==> src/hdl/tmr_pkg.sv <==
// shared types, codes and field widths of the timer bank
`timescale 1ns / 1ps
`default_nettype none

package tmr_pkg;

  localparam int unsigned LEN_W  = 32;
  localparam int unsigned PID_W  = 16;
  localparam int unsigned SLOT_W = 3;
  localparam int unsigned REQ_W  = 3;

  typedef enum logic [REQ_W-1:0] {
    REQ_CREATE  = 3'd0,
    REQ_DELETE  = 3'd1,
    REQ_START   = 3'd2,
    REQ_STOP    = 3'd3,
    REQ_SET_LEN = 3'd4,
    REQ_QUERY   = 3'd5,
    REQ_TICK    = 3'd6
  } req_e;

  typedef enum logic [1:0] {
    KIND_REPLY     = 2'd0,
    KIND_EXPIRY    = 2'd1,
    KIND_TICK_DONE = 2'd2
  } kind_e;

  typedef enum logic [1:0] {
    ERR_OK          = 2'd0,
    ERR_RANGE       = 2'd1,
    ERR_NOT_CREATED = 2'd2,
    ERR_FULL        = 2'd3
  } err_e;

  typedef enum logic [2:0] {
    ST_IDLE,
    ST_FIND,
    ST_EXEC,
    ST_TICK,
    ST_TUPD,
    ST_MSG,
    ST_TEND
  } state_e;

  typedef struct packed {
    kind_e              kind;
    logic [SLOT_W-1:0]  slot;
    logic [PID_W-1:0]   dest_pid;
    logic [PID_W-1:0]   sender_pid;
    err_e               error;
    logic               is_active;
    logic [LEN_W-1:0]   elapsed;
    logic               last;
  } res_t;

  function automatic res_t make_reply(logic [SLOT_W-1:0] slot, err_e err);
    res_t r;
    r       = '0;
    r.kind  = KIND_REPLY;
    r.slot  = slot;
    r.error = err;
    r.last  = 1'b1;
    return r;
  endfunction

endpackage

`default_nettype wire

==> src/hdl/tmr_mem.sv <==
// single-port-write, single-port-read timer record memory, registered read
`timescale 1ns / 1ps
`default_nettype none

module tmr_mem #(
  parameter int unsigned DEPTH = 8,
  parameter int unsigned WIDTH = 8,
  localparam int unsigned AW = (DEPTH > 1) ? $clog2(DEPTH) : 1
) (
  input  wire logic             clk_i,
  input  wire logic             we_i,
  input  wire logic [AW-1:0]    waddr_i,
  input  wire logic [WIDTH-1:0] wdata_i,
  input  wire logic             re_i,
  input  wire logic [AW-1:0]    raddr_i,
  output logic      [WIDTH-1:0] rdata_o
);

  logic [WIDTH-1:0] mem_q [DEPTH];
  logic [WIDTH-1:0] rdata_q;

  always_ff @(posedge clk_i) begin
    if (we_i) begin
      mem_q[waddr_i] <= wdata_i;
    end
  end

  always_ff @(posedge clk_i) begin
    if (re_i) begin
      rdata_q <= mem_q[raddr_i];
    end
  end

  assign rdata_o = rdata_q;

endmodule

`default_nettype wire

==> src/hdl/multi_timer_bank.sv <==
// timer bank top level: command sequencer, slot flags and result register
`timescale 1ns / 1ps
`default_nettype none

// One command is taken when start_i is high and busy_o is low. Delete, stop,
// unknown requests and every request that fails its checks answer with one
// result in the cycle after acceptance and leave busy_o low. Start, set length
// and query read the slot record from memory and answer from the execute state
// through the result register. Create scans the used flags one slot per cycle
// and answers for the first free slot, or with a full error after the last
// slot. A tick walks the slots in order: an idle slot is passed over, an active
// one has its record read, then updated and written back, and an expiring one
// then gives one expiry result per nonzero destination; the tick-finished
// result ends the walk, shown from the end state when the last slot is active.
// The single read and write ports of the record memory bound the walk. Each
// result is shown for exactly one cycle with strobe_o high and cannot be held
// off, and the result marked last_o comes out as busy_o drops.
module multi_timer_bank #(
  parameter int unsigned NUM_TIMERS = 8,
  parameter int unsigned DEST_SLOTS = 2
) (
  input  wire logic                        clk_i,
  input  wire logic                        rst_ni,
  input  wire logic                        start_i,
  output logic                             busy_o,
  input  wire logic [tmr_pkg::REQ_W-1:0]   req_type_i,
  input  wire logic [tmr_pkg::SLOT_W-1:0]  timer_id_i,
  input  wire logic [tmr_pkg::LEN_W-1:0]   length_i,
  input  wire logic                        periodic_i,
  input  wire logic [tmr_pkg::PID_W-1:0]   source_pid_i,
  input  wire logic [tmr_pkg::PID_W-1:0]   dest_pid_first_i,
  input  wire logic [tmr_pkg::PID_W-1:0]   dest_pid_second_i,
  output logic                             strobe_o,
  output logic [1:0]                       kind_o,
  output logic [tmr_pkg::SLOT_W-1:0]       slot_o,
  output logic [tmr_pkg::PID_W-1:0]        dest_pid_o,
  output logic [tmr_pkg::PID_W-1:0]        sender_pid_o,
  output logic [1:0]                       error_o,
  output logic                             is_active_o,
  output logic [tmr_pkg::LEN_W-1:0]        elapsed_o,
  output logic                             last_o
);

  localparam int unsigned IW = (NUM_TIMERS > 1) ? $clog2(NUM_TIMERS) : 1;
  localparam int unsigned XW = (IW > tmr_pkg::SLOT_W) ? IW : tmr_pkg::SLOT_W;
  localparam int unsigned DW = (DEST_SLOTS > 1) ? $clog2(DEST_SLOTS) : 1;

  typedef struct packed {
    logic                                        periodic;
    logic [tmr_pkg::LEN_W-1:0]                   length;
    logic [tmr_pkg::LEN_W-1:0]                   count;
    logic [tmr_pkg::PID_W-1:0]                   source;
    logic [DEST_SLOTS-1:0][tmr_pkg::PID_W-1:0]   dests;
  } row_t;

  localparam int unsigned ROW_W = $bits(row_t);

  tmr_pkg::state_e state_q, state_d;

  logic [NUM_TIMERS-1:0] used_q, used_d;
  logic [NUM_TIMERS-1:0] active_q, active_d;
  logic [IW-1:0]         scan_q, scan_d;
  logic [DW-1:0]         dsel_q, dsel_d;
  logic [tmr_pkg::REQ_W-1:0] req_q;
  logic                  strobe_q, strobe_d;

  // latched command payload
  logic [tmr_pkg::SLOT_W-1:0] id_q;
  logic [tmr_pkg::LEN_W-1:0]  len_q;
  logic                       per_q;
  logic [tmr_pkg::PID_W-1:0]  src_q;
  logic [tmr_pkg::PID_W-1:0]  dst0_q;
  logic [tmr_pkg::PID_W-1:0]  dst1_q;

  tmr_pkg::res_t res_q, res_d;
  row_t          row_q, row_d;

  // memory port
  logic             mem_we;
  logic [IW-1:0]    mem_waddr;
  row_t             mem_wrow;
  logic             mem_re;
  logic [IW-1:0]    mem_raddr;
  logic [ROW_W-1:0] mem_rdata;
  row_t             row_rd;

  logic                       accept;
  logic                       in_oor;
  logic [XW-1:0]              in_id_x;
  logic [IW-1:0]              in_idx;
  logic                       in_used;
  logic [XW-1:0]              idq_x;
  logic [IW-1:0]              idq_idx;
  logic [XW-1:0]              scan_x;
  logic [tmr_pkg::SLOT_W-1:0] scan_slot;
  logic                       scan_last;
  logic                       scan_act;
  logic                       d_last;
  logic [tmr_pkg::LEN_W-1:0]  cnt_inc;
  logic                       expired;
  logic [tmr_pkg::PID_W-1:0]  cur_dest;
  row_t                       new_row;

  assign accept    = start_i && (state_q == tmr_pkg::ST_IDLE);
  assign busy_o    = (state_q != tmr_pkg::ST_IDLE);

  assign in_oor    = (32'(timer_id_i) >= NUM_TIMERS);
  assign in_id_x   = XW'(timer_id_i);
  assign in_idx    = in_id_x[IW-1:0];
  assign in_used   = used_q[in_idx];
  assign idq_x     = XW'(id_q);
  assign idq_idx   = idq_x[IW-1:0];
  assign scan_x    = XW'(scan_q);
  assign scan_slot = scan_x[tmr_pkg::SLOT_W-1:0];
  assign scan_last = (scan_q == IW'(NUM_TIMERS - 1));
  assign scan_act  = used_q[scan_q] && active_q[scan_q];
  assign d_last    = (dsel_q == DW'(DEST_SLOTS - 1));

  assign row_rd    = row_t'(mem_rdata);
  assign cnt_inc   = row_rd.count + 32'd1;
  // count reached or passed the length
  assign expired   = !(cnt_inc < row_rd.length);
  assign cur_dest  = row_q.dests[dsel_q];

  always_comb begin
    new_row          = '0;
    new_row.periodic = per_q;
    new_row.length   = len_q;
    new_row.source   = src_q;
    for (int d = 0; d < DEST_SLOTS; d++) begin
      if (d == 0) begin
        new_row.dests[d] = dst0_q;
      end else if (d == 1) begin
        new_row.dests[d] = dst1_q;
      end else begin
        new_row.dests[d] = '0;
      end
    end
  end

  tmr_mem #(
    .DEPTH(NUM_TIMERS),
    .WIDTH(ROW_W)
  ) u_mem (
    .clk_i   (clk_i),
    .we_i    (mem_we),
    .waddr_i (mem_waddr),
    .wdata_i (ROW_W'(mem_wrow)),
    .re_i    (mem_re),
    .raddr_i (mem_raddr),
    .rdata_o (mem_rdata)
  );

  // next state
  always_comb begin
    state_d = state_q;
    case (state_q)
      tmr_pkg::ST_IDLE: begin
        if (accept) begin
          case (req_type_i)
            tmr_pkg::REQ_CREATE: state_d = tmr_pkg::ST_FIND;
            tmr_pkg::REQ_TICK:   state_d = tmr_pkg::ST_TICK;
            tmr_pkg::REQ_START, tmr_pkg::REQ_SET_LEN, tmr_pkg::REQ_QUERY: begin
              if (!in_oor && in_used) begin
                state_d = tmr_pkg::ST_EXEC;
              end
            end
            default: state_d = tmr_pkg::ST_IDLE;
          endcase
        end
      end
      tmr_pkg::ST_FIND: begin
        if (!used_q[scan_q] || scan_last) begin
          state_d = tmr_pkg::ST_IDLE;
        end
      end
      tmr_pkg::ST_EXEC: state_d = tmr_pkg::ST_IDLE;
      tmr_pkg::ST_TICK: begin
        if (scan_act) begin
          state_d = tmr_pkg::ST_TUPD;
        end else if (scan_last) begin
          state_d = tmr_pkg::ST_IDLE;
        end
      end
      tmr_pkg::ST_TUPD: begin
        if (expired) begin
          state_d = tmr_pkg::ST_MSG;
        end else if (scan_last) begin
          state_d = tmr_pkg::ST_TEND;
        end else begin
          state_d = tmr_pkg::ST_TICK;
        end
      end
      tmr_pkg::ST_MSG: begin
        if (d_last) begin
          state_d = scan_last ? tmr_pkg::ST_TEND : tmr_pkg::ST_TICK;
        end
      end
      tmr_pkg::ST_TEND: state_d = tmr_pkg::ST_IDLE;
      default:          state_d = tmr_pkg::ST_IDLE;
    endcase
  end

  // datapath, flag updates, memory accesses and results
  always_comb begin
    used_d    = used_q;
    active_d  = active_q;
    scan_d    = scan_q;
    dsel_d    = dsel_q;
    row_d     = row_q;
    res_d     = '0;
    strobe_d  = 1'b0;
    mem_we    = 1'b0;
    mem_waddr = scan_q;
    mem_wrow  = row_rd;
    mem_re    = 1'b0;
    mem_raddr = scan_q;

    case (state_q)
      tmr_pkg::ST_IDLE: begin
        if (accept) begin
          case (req_type_i)
            tmr_pkg::REQ_CREATE, tmr_pkg::REQ_TICK: begin
              scan_d = '0;
            end
            tmr_pkg::REQ_DELETE, tmr_pkg::REQ_START, tmr_pkg::REQ_STOP,
            tmr_pkg::REQ_SET_LEN, tmr_pkg::REQ_QUERY: begin
              if (in_oor) begin
                strobe_d = 1'b1;
                res_d    = tmr_pkg::make_reply(timer_id_i, tmr_pkg::ERR_RANGE);
              end else if (req_type_i == tmr_pkg::REQ_DELETE) begin
                used_d[in_idx]   = 1'b0;
                active_d[in_idx] = 1'b0;
                strobe_d         = 1'b1;
                res_d            = tmr_pkg::make_reply(timer_id_i, tmr_pkg::ERR_OK);
              end else if (!in_used) begin
                strobe_d = 1'b1;
                res_d    = tmr_pkg::make_reply(timer_id_i, tmr_pkg::ERR_NOT_CREATED);
              end else if (req_type_i == tmr_pkg::REQ_STOP) begin
                active_d[in_idx] = 1'b0;
                strobe_d         = 1'b1;
                res_d            = tmr_pkg::make_reply(timer_id_i, tmr_pkg::ERR_OK);
              end else begin
                mem_re    = 1'b1;
                mem_raddr = in_idx;
              end
            end
            default: begin
              strobe_d = 1'b1;
              res_d    = tmr_pkg::make_reply(timer_id_i, tmr_pkg::ERR_OK);
            end
          endcase
        end
      end

      tmr_pkg::ST_FIND: begin
        if (!used_q[scan_q]) begin
          mem_we           = 1'b1;
          mem_waddr        = scan_q;
          mem_wrow         = new_row;
          used_d[scan_q]   = 1'b1;
          active_d[scan_q] = 1'b0;
          strobe_d         = 1'b1;
          res_d            = tmr_pkg::make_reply(scan_slot, tmr_pkg::ERR_OK);
        end else if (scan_last) begin
          strobe_d = 1'b1;
          res_d    = tmr_pkg::make_reply('0, tmr_pkg::ERR_FULL);
        end else begin
          scan_d = scan_q + IW'(1);
        end
      end

      tmr_pkg::ST_EXEC: begin
        strobe_d  = 1'b1;
        res_d     = tmr_pkg::make_reply(id_q, tmr_pkg::ERR_OK);
        mem_waddr = idq_idx;
        mem_wrow  = row_rd;
        case (req_q)
          tmr_pkg::REQ_START: begin
            mem_we            = 1'b1;
            mem_wrow.count    = '0;
            active_d[idq_idx] = 1'b1;
          end
          tmr_pkg::REQ_SET_LEN: begin
            mem_we          = 1'b1;
            mem_wrow.length = len_q;
            mem_wrow.count  = '0;
          end
          tmr_pkg::REQ_QUERY: begin
            res_d.is_active = active_q[idq_idx];
            res_d.elapsed   = row_rd.count;
          end
          default: begin
            mem_we = 1'b0;
          end
        endcase
      end

      tmr_pkg::ST_TICK: begin
        if (scan_act) begin
          mem_re    = 1'b1;
          mem_raddr = scan_q;
        end else if (scan_last) begin
          strobe_d   = 1'b1;
          res_d.kind = tmr_pkg::KIND_TICK_DONE;
          res_d.last = 1'b1;
        end else begin
          scan_d = scan_q + IW'(1);
        end
      end

      tmr_pkg::ST_TUPD: begin
        mem_we         = 1'b1;
        mem_waddr      = scan_q;
        mem_wrow       = row_rd;
        mem_wrow.count = expired ? '0 : cnt_inc;
        if (expired) begin
          row_d  = row_rd;
          dsel_d = '0;
          if (!row_rd.periodic) begin
            active_d[scan_q] = 1'b0;
          end
        end else if (!scan_last) begin
          scan_d = scan_q + IW'(1);
        end
      end

      tmr_pkg::ST_MSG: begin
        // one beat per nonzero destination
        if (cur_dest != '0) begin
          strobe_d         = 1'b1;
          res_d.kind       = tmr_pkg::KIND_EXPIRY;
          res_d.slot       = scan_slot;
          res_d.dest_pid   = cur_dest;
          res_d.sender_pid = row_q.source;
        end
        if (d_last) begin
          if (!scan_last) begin
            scan_d = scan_q + IW'(1);
          end
        end else begin
          dsel_d = dsel_q + DW'(1);
        end
      end

      tmr_pkg::ST_TEND: begin
        strobe_d   = 1'b1;
        res_d.kind = tmr_pkg::KIND_TICK_DONE;
        res_d.last = 1'b1;
      end

      default: begin
        strobe_d = 1'b0;
      end
    endcase
  end

  always_ff @(posedge clk_i or negedge rst_ni) begin
    if (!rst_ni) begin
      state_q  <= tmr_pkg::ST_IDLE;
      used_q   <= '0;
      active_q <= '0;
      scan_q   <= '0;
      dsel_q   <= '0;
      req_q    <= '0;
      strobe_q <= 1'b0;
    end else begin
      state_q  <= state_d;
      used_q   <= used_d;
      active_q <= active_d;
      scan_q   <= scan_d;
      dsel_q   <= dsel_d;
      strobe_q <= strobe_d;
      if (accept) begin
        req_q <= req_type_i;
      end
    end
  end

  always_ff @(posedge clk_i) begin
    res_q <= res_d;
    row_q <= row_d;
    if (accept) begin
      id_q   <= timer_id_i;
      len_q  <= length_i;
      per_q  <= periodic_i;
      src_q  <= source_pid_i;
      dst0_q <= dest_pid_first_i;
      dst1_q <= dest_pid_second_i;
    end
  end

  assign strobe_o     = strobe_q;
  assign kind_o       = res_q.kind;
  assign slot_o       = res_q.slot;
  assign dest_pid_o   = res_q.dest_pid;
  assign sender_pid_o = res_q.sender_pid;
  assign error_o      = res_q.error;
  assign is_active_o  = res_q.is_active;
  assign elapsed_o    = res_q.elapsed;
  assign last_o       = res_q.last;

  // the final beat of a command leaves together with the return to idle
  a_last_idle: assert property (@(posedge clk_i) disable iff (!rst_ni)
    (strobe_o && last_o) |-> !busy_o)
    else $error("last result while sequencer busy");

  a_fell_last: assert property (@(posedge clk_i) disable iff (!rst_ni)
    $fell(busy_o) |-> (strobe_o && last_o))
    else $error("sequencer went idle without a last result");

  a_active_used: assert property (@(posedge clk_i) disable iff (!rst_ni)
    (active_q & ~used_q) == '0)
    else $error("free slot marked active");

  a_msg_dest: assert property (@(posedge clk_i) disable iff (!rst_ni)
    (strobe_o && kind_o == tmr_pkg::KIND_EXPIRY) |-> (dest_pid_o != '0 && !last_o))
    else $error("expiry message with empty destination or last set");

endmodule

`default_nettype wire

==> config.mk <==
export PLATFORM = sky130hd
export DESIGN_NAME = multi_timer_bank
export DESIGN_NICKNAME = d
export VERILOG_FILES = /design/src/hdl/tmr_pkg.sv /design/src/hdl/tmr_mem.sv /design/src/hdl/multi_timer_bank.sv
export SDC_FILE = /design/constraint.sdc
export NUM_CORES = 1
export LEC_CHECK = 0
export ABC_CLOCK_PERIOD_IN_PS = 12500
export BUFFER_PORTS_ARGS = -buffer_cell sky130_fd_sc_hd__buf_4
export CAP_MARGIN = 25
export CORE_MARGIN = 2
export CORE_UTILIZATION = 40
export CTS_CLUSTER_SIZE = 12
export DETAILED_ROUTE_END_ITERATION = 6
export PLACE_DENSITY_LB_ADDON = 0.15
export SYNTH_ARGS = -nofsm -noshare
export SYNTH_HDL_FRONTEND = slang
export SYNTH_HIERARCHICAL = 1
export SYNTH_SLANG_ARGS = --single-unit
==> constraint.sdc <==
create_clock -name clk_i -period 12.5 [get_ports clk_i]
set_input_delay 2.5 -clock clk_i [delete_from_list [all_inputs] [get_ports clk_i]]
set_output_delay 2.5 -clock clk_i [all_outputs]
set_load 0.02 [all_outputs]
==> results of run 1 <==
## cell type report
| class | instances | area (µm²) |
|---|---|---|
| repair buffers | 199 | 1660 |
| inverters | 54 | 205 |
| multi-input cells | 1143 | 11700 |
| clock buffers | 194 | 3850 |
| well taps | 1625 | 2030 |
| diodes | 2 | 5.00 |
| flip-flops and latches | 1249 | 36600 |
| fillers | 10300 | 65300 |
| clock inverters | 53 | 500 |
## per-stage QoR
step	worst slack (ns)	power, mW	instances
finish	6.32	12.1	4519
CTS	6.33	12.2	4516
global placement	5.59	8.25	4268
global route	6.07	12.6	4517
floorplan	2.36	7.61	2579
detailed placement	5.53	8.33	4269
## cells by family (layout without fill, tap and decap cells)
logic type      count (synthesis)  after routing  share of synthesized area (%)
compound gates                244            244                           3.26
xor+xnor                       31             31                          0.552
fa+ha+maj                      34             34                          0.865
buf+inv                       187            500                           2.00
flops                        1249           1249                           74.5
mux                           372            372                           14.3
other cells                     0              2                              0
simple gates                  462            462                           4.55
## flip-flops by register name, indices dropped and copies added, names as in the netlist, 2 cells and up
| register | count |
|---|---|
| dest_pid_o | 16 |
| state_q | 3 |
| slot_o | 3 |
| req_q | 3 |
| sender_pid_o | 16 |
| src_q | 16 |
| dst0_q | 16 |
| u_mem/mem_q | 904 |
| scan_q | 3 |
| len_q | 32 |
| error_o | 2 |
| id_q | 3 |
| elapsed_o | 32 |
| row_q | 48 |
| dst1_q | 16 |
| u_mem/rdata_o | 113 |
| used_q | 8 |
| kind_o | 2 |
| active_q | 8 |
## path summary, 6_finish.rpt
kind,from,end,cells after the start,slack (ns)
max reg2reg,u_mem/rdata_o[51],u_mem/mem_q[1][48],12,7.23
min in group asynchronous,rst_ni,strobe_o,1,1.68
max in group asynchronous,rst_ni,active_q[6],1,10.53
min,row_q[39],sender_pid_o[7],1,0.44
min reg2reg,row_q[39],sender_pid_o[7],1,0.44
max,timer_id_i[0],u_mem/rdata_o[41],10,6.32
## report_power, final
group | switching (mW) | internal (mW) | leakage (nW)
Clock | 1.61 | 2.26 | 2.11
Combinational | 1.48 | 1.08 | 5.07
Sequential | 0.191 | 5.43 | 11.4
Total | 3.28 | 8.77 | 18.6
## layer usage
metal	track usage (%)	up-vias	routed length [µm]
met5	0	-	12
met1	26.0	13100	51200
met3	3.07	138	6360
li1	-	10700	-
met4	4.92	2	2060
met2	30.6	748	57200
## cells in the mapped netlist (all sizes together) (3+ instances only)
cell / number / area, µm²
or2: 4 / 25.0
clkbuf: 68 / 255
mux2i: 25 / 250
mux2: 117 / 1590
o21a: 4 / 37.5
a31oi: 26 / 163
buf: 65 / 524
nand2: 218 / 818
nor3: 19 / 105
and4b: 3 / 30.0
mux4: 230 / 5180
and2: 48 / 300
dfxtp: 73 / 1460
o22a: 3 / 26.3
xnor2: 21 / 184
o2bb2ai: 3 / 26.3
nand2b: 12 / 75.1
nand3b: 4 / 30.0
and3: 10 / 62.6
xor2: 10 / 87.6
nor4: 11 / 105
or3: 3 / 18.8
nor2: 57 / 216
inv: 54 / 203
ha: 34 / 425
and4: 3 / 26.3
o211ai: 6 / 45.0
o22ai: 5 / 31.3
nand4: 22 / 138
edfxtp: 1149 / 34500
o311ai: 3 / 43.8
dfrtp: 27 / 676
nor2b: 9 / 56.3
a21oi: 37 / 185
nand3: 32 / 160
a221o: 3 / 30.0
a211oi: 6 / 62.6
o31ai: 4 / 30.0
o21ai: 101 / 505
a32o: 16 / 160
a21o: 8 / 60.1
==> results_dict.tcl, run 1 <==
set metrics [dict create \
    drive_above_1_share_pct 26.5 \
    clk-insertion-delay-late_ns 0.75 \
    initial_utilization_pct 40.4 \
    drtIter0Drc 1891 \
    power_leakage_nw 18.6 \
    period_minus_slack_ns 6.18 \
    critical_path.slowest_cell "buf_12" \
    die_w_um 355 \
    crit_buf_inv 4 \
    setup_viol 0 \
    synth_fp_nets 2703 \
    slew_headroom_pct 27.2 \
    cts-hold-fix-buffers 0 \
    cp-end-kind "flop" \
    grt.overflow.total 0 \
    setup.worst_path.start_class "input pin" \
    place_congestion 0.827 \
    synth.avg_cell_area_um2 19.1 \
    peakVddDrop_mv 0.207 \
    synth-edff-count 1149 \
    rows 128 \
    place_area_mm2 0.0522 \
    final_hold_viol_count 0 \
    post_cts_buffers 0 \
    final_cell_mix "edfxtp_1, mux4_2, nand2_1" \
    synthDistinctLibCells 82 \
    worstPathCellList "buf_4, mux4_2, mux2i_1, nor3_1, buf_4, o21ai_4, buf_4, buf_12, mux4_2, mux2_4" \
    synthCells 2579 \
    ys_warn_count 6 \
    path_class "input pin to flop" \
    worstPathArrival_ns 6.67 \
    finalInstanceArea_mm2 0.0566 \
    grt.total_usage_pct 18.7 \
    drv_slew 0 \
    finish.utilization_pct 46.4 \
    grt_max_degree 165 \
    crit_fanout 164 \
    portBuffers 164 \
    final_antenna_net_count 0 \
    rsz0062_at_grt "false" \
    mostFrequentLayoutCell "edfxtp_1" \
    wl_per_cell_um 25.9 \
    area_growth_syn_to_layout_pct 15.0 \
    min_path_type "flop to flop" \
    vias_per_cell 5.46 \
    htreeDepth 4 \
    synth-seq-cells 1249 \
    drcViolationCount 0 \
    ys_seq_area_share_pct 74.5 \
    critPathTopFamily "buffers and inverters" \
    drt-total-wl_um 117000 \
    ys_dominant_reg_cell "edfxtp_1" \
    clk_path_buf_depth 3 \
    tightestPinTransition_ns 1.09 \
    clk_pin_slew_ns 0.06 \
    crit_path_max_incr_delay_ns 0.86 \
    coreArea_mm2 0.122 \
    max_freq_ghz 0.162 \
    antenna_found_initial 8 \
    status "finished, final reports clean" \
    grt_pass1_vias 26100 \
    skew_ns 0.0297 \
    vias 24700 \
    cts_sinks 1249 \
    ctsResizeCount 0 \
    dieArea_mm2 0.126 \
    dieHeight_um 355 \
    io_pins 165 \
    timing.critical_path.mode_cell "buf_4" \
    cp.required_ns 12.98 \
    async_flop_share_pct 2.16 \
    setup_tns_ns 0 \
    hold_ws_ns 0.440 \
    cts_tree "yes" \
    maxCapViolCount 0 \
    syn-cell-area_mm2 0.0492 \
    cts_buffers 138 \
    dp_hpwl_um 61800 \
    fin_crit_sh_pct 49.5 \
    p_per_area_mw_per_mm2 213 \
    clockRootBuffer "clkbuf_16" \
    grt_first_pass_wirelength_um 173000 \
    drtPass1Iterations 5 \
    layout.nets 2909 \
]
(Power assumes the default switching activity.)
==> run 2: changes to the inputs <==
--- a/config.mk
+++ b/config.mk
@@ -5,7 +5,7 @@
 export SDC_FILE = /design/constraint.sdc
 export NUM_CORES = 1
 export LEC_CHECK = 0
-export ABC_CLOCK_PERIOD_IN_PS = 12500
+export ABC_CLOCK_PERIOD_IN_PS = 5900
 export BUFFER_PORTS_ARGS = -buffer_cell sky130_fd_sc_hd__buf_4
 export CAP_MARGIN = 25
 export CORE_MARGIN = 2
==> constraint.sdc (replaced) <==
create_clock -name clk_i -period 5.9 [get_ports clk_i]
set_input_delay 1.18 -clock clk_i [delete_from_list [all_inputs] [get_ports clk_i]]
set_output_delay 1.18 -clock clk_i [all_outputs]
set_load 0.02 [all_outputs]
==> run 2 against run 1 <==
Net effect: routed wire length is 0.56% higher; largest cell class unchanged; sequential share of layout area is 0.28 points lower; first-iteration DRC count is 21% higher; final cell count is 0.31% higher; largest power group unchanged; highest routed layer is now met4; die area stayed put.
==> results_dict.tcl, run 2 (synthesis results as in run 1) <==
set metrics [dict create \
    r2r_setup_slack_ns 0.89 \
    peakVddDrop_mv 0.321 \
    io_pins 165 \
    drive_above_1_share_pct 27.2 \
    initial_utilization_pct 40.4 \
    cp-end-kind "flop" \
    antenna_cells 0 \
    place_congestion 0.839 \
    grt_pass1_vias 25600 \
    dieHeight_um 355 \
    dieArea_mm2 0.126 \
    skew_ns 0.0235 \
    cts_buffers 135 \
    htreeDepth 4 \
    vias 24600 \
    grt.overflow.total 0 \
    cts_sinks 1249 \
    clockRootBuffer "clkbuf_16" \
    drcViolationCount 0 \
    portBuffers 164 \
    coreArea_mm2 0.122 \
    regMostFlops "u_mem/mem_q" \
    setup_viol 0 \
    tightestPinTransition_ns 1.07 \
    reg2reg_depth 11 \
    max_freq_ghz 0.200 \
    setup.worst_path.start_class "flop" \
    largest_register_ffs 904 \
    drtPass1Iterations 5 \
    cp.required_ns 6.33 \
    period_minus_slack_ns 5.01 \
    wl_per_cell_um 25.9 \
    post_cts_buffers 0 \
    drtIter0Drc 2295 \
    die_w_um 355 \
    drt-total-wl_um 117000 \
    final_antenna_net_count 0 \
    drv_slew 0 \
    vias_per_cell 5.43 \
    min_path_type "input pin to async pin" \
    worstPathArrival_ns 5.44 \
    status "finished, final reports clean" \
    grt.total_usage_pct 18.8 \
    clk_path_buf_depth 3 \
    cts-hold-fix-buffers 0 \
    slew_headroom_pct 28.4 \
    crit_fanout 24 \
    rr_startpoint "u_mem/rdata_o[51]" \
    ctsResizeCount 0 \
    maxCapViolCount 0 \
    grt_first_pass_wirelength_um 173000 \
    mostFrequentLayoutCell "edfxtp_1" \
    clk-insertion-delay-late_ns 0.75 \
    fin_crit_sh_pct 84.9 \
    area_growth_syn_to_layout_pct 15.5 \
    path_class "flop to flop" \
    reg2reg_to "u_mem/mem_q[2][48]" \
    final_cell_mix "edfxtp_1, mux4_2, nand2_1" \
    power_leakage_nw 18.7 \
    dp_hpwl_um 67200 \
    p_per_area_mw_per_mm2 448 \
    finish.utilization_pct 46.6 \
    final_hold_viol_count 0 \
    rsz0062_at_grt "false" \
    power_mw 25.5 \
    clk_pin_slew_ns 0.06 \
    layout.nets 2934 \
    antenna_found_initial 4 \
    rows 128 \
    grt_max_degree 103 \
    cts_tree "yes" \
]
==> run 2: critical path: stages (launching register included) <==
cell and delay, ns:
edfxtp_1 0.48, nand4_1 0.28, nor4_2 0.80, nand3_1 0.21, xnor2_1 0.25, ha_1 0.29, a21o_1 0.18, a21oi_1 0.15
o221ai_1 0.22, o21ai_4 0.69, nand2_1 0.40, o21ai_0 0.73
==> run 2: area by class of cell <==
cell class	count	area [µm²]
sequential	1249	36600
inverter	54	205
timing repair buffer	227	2090
tap	1625	2030
fill	10300	65100
clock inverter	46	427
multi-input combinational	1143	11700
clock buffer	189	3730
==> run 2: how the worst max path moves through the flow <==
stage | start | endpoint | slack [ns] | depth (start not counted)
floorplan | state_q[1] | u_mem/mem_q[2][0] | -1.20 | 9
global placement | timer_id_i[0] | u_mem/rdata_o[64] | 1.01 | 10
CTS | u_mem/rdata_o[51] | u_mem/mem_q[2][48] | 0.90 | 11
global route | u_mem/rdata_o[51] | u_mem/mem_q[2][48] | 0.54 | 11
detailed placement | u_mem/rdata_o[51] | u_mem/mem_q[2][48] | 0.94 | 11
finish | u_mem/rdata_o[51] | u_mem/mem_q[2][48] | 0.89 | 11
==> run 2: per-stage QoR <==
stage          setup TNS [ns]  setup slack [ns]  area (µm²)  std cells  hold slack [ns]
2_1_floorplan         -989.27             -1.20       49200       2579            0.420
3_3_place_gp                0              1.01       52600       4296            0.433
3_5_place_dp                0             0.945       52600       4297            0.433
4_1_cts                     0             0.899       56800       4532            0.309
5_1_grt                     0             0.536       56800       4533            0.335
6_report                    0             0.889       56800       4533            0.355
==> run 2: metal layers <==
metal	track usage (%)	vias to the layer above	routed length (µm)
li1	-	10700	-
met1	27.0	13100	53500
met2	29.3	683	55100
met3	3.61	140	6290
met4	5.51	0	2560
met5	0	-	0
==> run 2: power by group <==
| group | total [mW] | internal, mW | switching (mW) |
|---|---|---|---|
| Combinational | 5.60 | 2.37 | 3.23 |
| Sequential | 11.9 | 11.5 | 0.392 |
| Clock | 7.99 | 4.66 | 3.33 |
==> run 3: changes to the inputs <==
--- a/config.mk
+++ b/config.mk
@@ -5,7 +5,7 @@
 export SDC_FILE = /design/constraint.sdc
 export NUM_CORES = 1
 export LEC_CHECK = 0
-export ABC_CLOCK_PERIOD_IN_PS = 5900
+export ABC_CLOCK_PERIOD_IN_PS = 4250
 export BUFFER_PORTS_ARGS = -buffer_cell sky130_fd_sc_hd__buf_4
 export CAP_MARGIN = 25
 export CORE_MARGIN = 2
==> constraint.sdc (replaced) <==
create_clock -name clk_i -period 4.25 [get_ports clk_i]
set_input_delay 0.85 -clock clk_i [delete_from_list [all_inputs] [get_ports clk_i]]
set_output_delay 0.85 -clock clk_i [all_outputs]
set_load 0.02 [all_outputs]
==> run 3 against run 2 <==
Net effect: hold slack got worse by 0.086 ns; largest cell class unchanged; register-to-register slack got worse by 0.68 ns; global-route usage rose by 0.20 points; sequential power rose by 38%; critical path type unchanged; die area did not move.
==> results_dict.tcl, run 3 (synthesis results as in run 1) <==
set metrics [dict create \
    status "finished, final reports clean" \
    min_path_type "input pin to flop" \
    grt_first_pass_wirelength_um 175000 \
    slew_headroom_pct 40.4 \
    antenna_cells 0 \
    place_congestion 0.842 \
    register_area_mm2 0.0366 \
    p_per_area_mw_per_mm2 620 \
    worstPathArrival_ns 4.65 \
    vias_per_cell 5.44 \
    grt.overflow.total 0 \
    setup_tns_ns 0 \
    grt_pass1_vias 25900 \
    maxCapViolCount 0 \
    wl_per_cell_um 25.9 \
    io_pins 165 \
    drv_slew 0 \
    crit_path_max_incr_delay_ns 0.37 \
    drive_above_1_share_pct 28.8 \
    clk-insertion-delay-late_ns 0.76 \
    grt_max_degree 102 \
    period_minus_slack_ns 4.04 \
    setup_viol 0 \
    clockRootBuffer "clkbuf_16" \
    rows 128 \
    cts_tree "yes" \
    place_area_mm2 0.0534 \
    crit_fanout 42 \
    worstPathCellList "ha_1, inv_1, or2_2, nor2_1, and3_1, xor2_1, ha_1, nand4_1, nor2_1, a21o_1, nor4_4, buf_8, a31oi_1, a31oi_1, buf_4" \
    rsz0062_at_grt "false" \
    cts_sinks 1249 \
    crit_buf_inv 3 \
    coreArea_mm2 0.122 \
    fin_crit_sh_pct 95.0 \
    max_freq_ghz 0.248 \
    setup.worst_path.start_class "flop" \
    cp.required_ns 4.86 \
    tightestPinTransition_ns 0.894 \
    finalInstanceArea_mm2 0.0577 \
    portBuffers 164 \
    skew_ns 0.0248 \
    antenna_found_initial 7 \
    mostFrequentLayoutCell "edfxtp_1" \
    final_antenna_net_count 0 \
    clk_path_buf_depth 3 \
    vias 25100 \
    finish.utilization_pct 47.3 \
    drt-total-wl_um 119000 \
    clk_pin_slew_ns 0.06 \
    largest_register_ffs 904 \
    multiInputGateArea_mm2 0.0117 \
    grt.total_usage_pct 19.0 \
    setup_slack_ns 0.213 \
    dieHeight_um 355 \
    peakVddDrop_mv 0.533 \
    htreeDepth 4 \
    critical_path.slowest_cell "edfxtp_1" \
    dieArea_mm2 0.126 \
    final_hold_viol_count 0 \
    path_class "flop to flop" \
    power_leakage_nw 19.1 \
    regMostFlops "u_mem/mem_q" \
    final_cell_mix "edfxtp_1, buf_4, mux4_2" \
    power_mw 35.8 \
    drcViolationCount 0 \
    drtIter0Drc 2356 \
    dp_hpwl_um 70400 \
    cts_buffers 136 \
    layout.nets 3002 \
    cp-end-kind "flop" \
    initial_utilization_pct 40.4 \
    area_growth_syn_to_layout_pct 17.3 \
    drtPass1Iterations 6 \
    die_w_um 355 \
    place_ws_ns 0.195 \
    fillCellCount 10100 \
    critPathTopFamily "simple AND/OR/NAND/NOR gates" \
]
-- run 3: metrics by stage --
step | hold slack (ns) | std cells
2_1_floorplan | 0.420 | 2579
3_3_place_gp | 0.433 | 4361
3_5_place_dp | 0.432 | 4362
4_1_cts | 0.210 | 4604
5_1_grt | 0.229 | 4606
6_report | 0.269 | 4606
-- run 3: timing repair --
action / 4_1_cts / 5_1_grt
hold buffers: 1 / 0
endpoints found under the hold margin: 27 / 0
buffers inserted: 0 / 1
setup endpoints to repair: 0 / 209
gates resized for setup: 0 / 6
-- run 3: final cells by class --
type	count	area share [%]
multi-input cells	1143	20.3
inverters	54	0.356
flip-flops and latches	1249	63.5
well taps	1625	3.52
clock inverters	45	0.544
repair buffers	294	5.05
clock buffers	196	6.70
-- run 3: worst reg2reg max path, cell delays in order, from the launching register on --
cell,delay [ns]
edfxtp_1,0.37
ha_1,0.28
inv_1,0.12
or2_2,0.36
nor2_1,0.24
and3_1,0.26
xor2_1,0.21
ha_1,0.26
nand4_1,0.14
nor2_1,0.07
a21o_1,0.22
nor4_4,0.29
buf_8,0.34
a31oi_1,0.15
a31oi_1,0.34
buf_4,0.23
-- run 3: power by group --
group	internal [mW]	leakage [nW]	switching [mW]
Sequential	15.9	11.4	0.493
Clock	6.43	2.04	4.65
Combinational	3.63	5.70	4.63
Total	26.0	19.1	9.77
-- run 3: per-layer routing --
metal	track usage [%]	vias to the layer above	part of all wire [%]
met5	0	-	0
met4	5.95	0	2.4
met3	3.75	172	5.9
met2	29.5	805	47
met1	27.2	13200	45
li1	-	10900	-
-- run 3: worst paths after layout --
path / cells past startpoint / to / slack (ns) / startpoint
worst max register to register: 15 / u_mem/mem_q[2][70] / 0.21 / u_mem/rdata_o[48]
worst max-delay path: 15 / u_mem/mem_q[2][70] / 0.21 / u_mem/rdata_o[48]
min in group asynchronous: 2 / req_q[2] / 0.57 / rst_ni
worst min-delay path: 1 / dst0_q[9] / 0.27 / dest_pid_first_i[9]
worst min register to register: 1 / sender_pid_o[2] / 0.45 / row_q[34]
max in group asynchronous: 2 / scan_q[1] / 3.36 / rst_ni
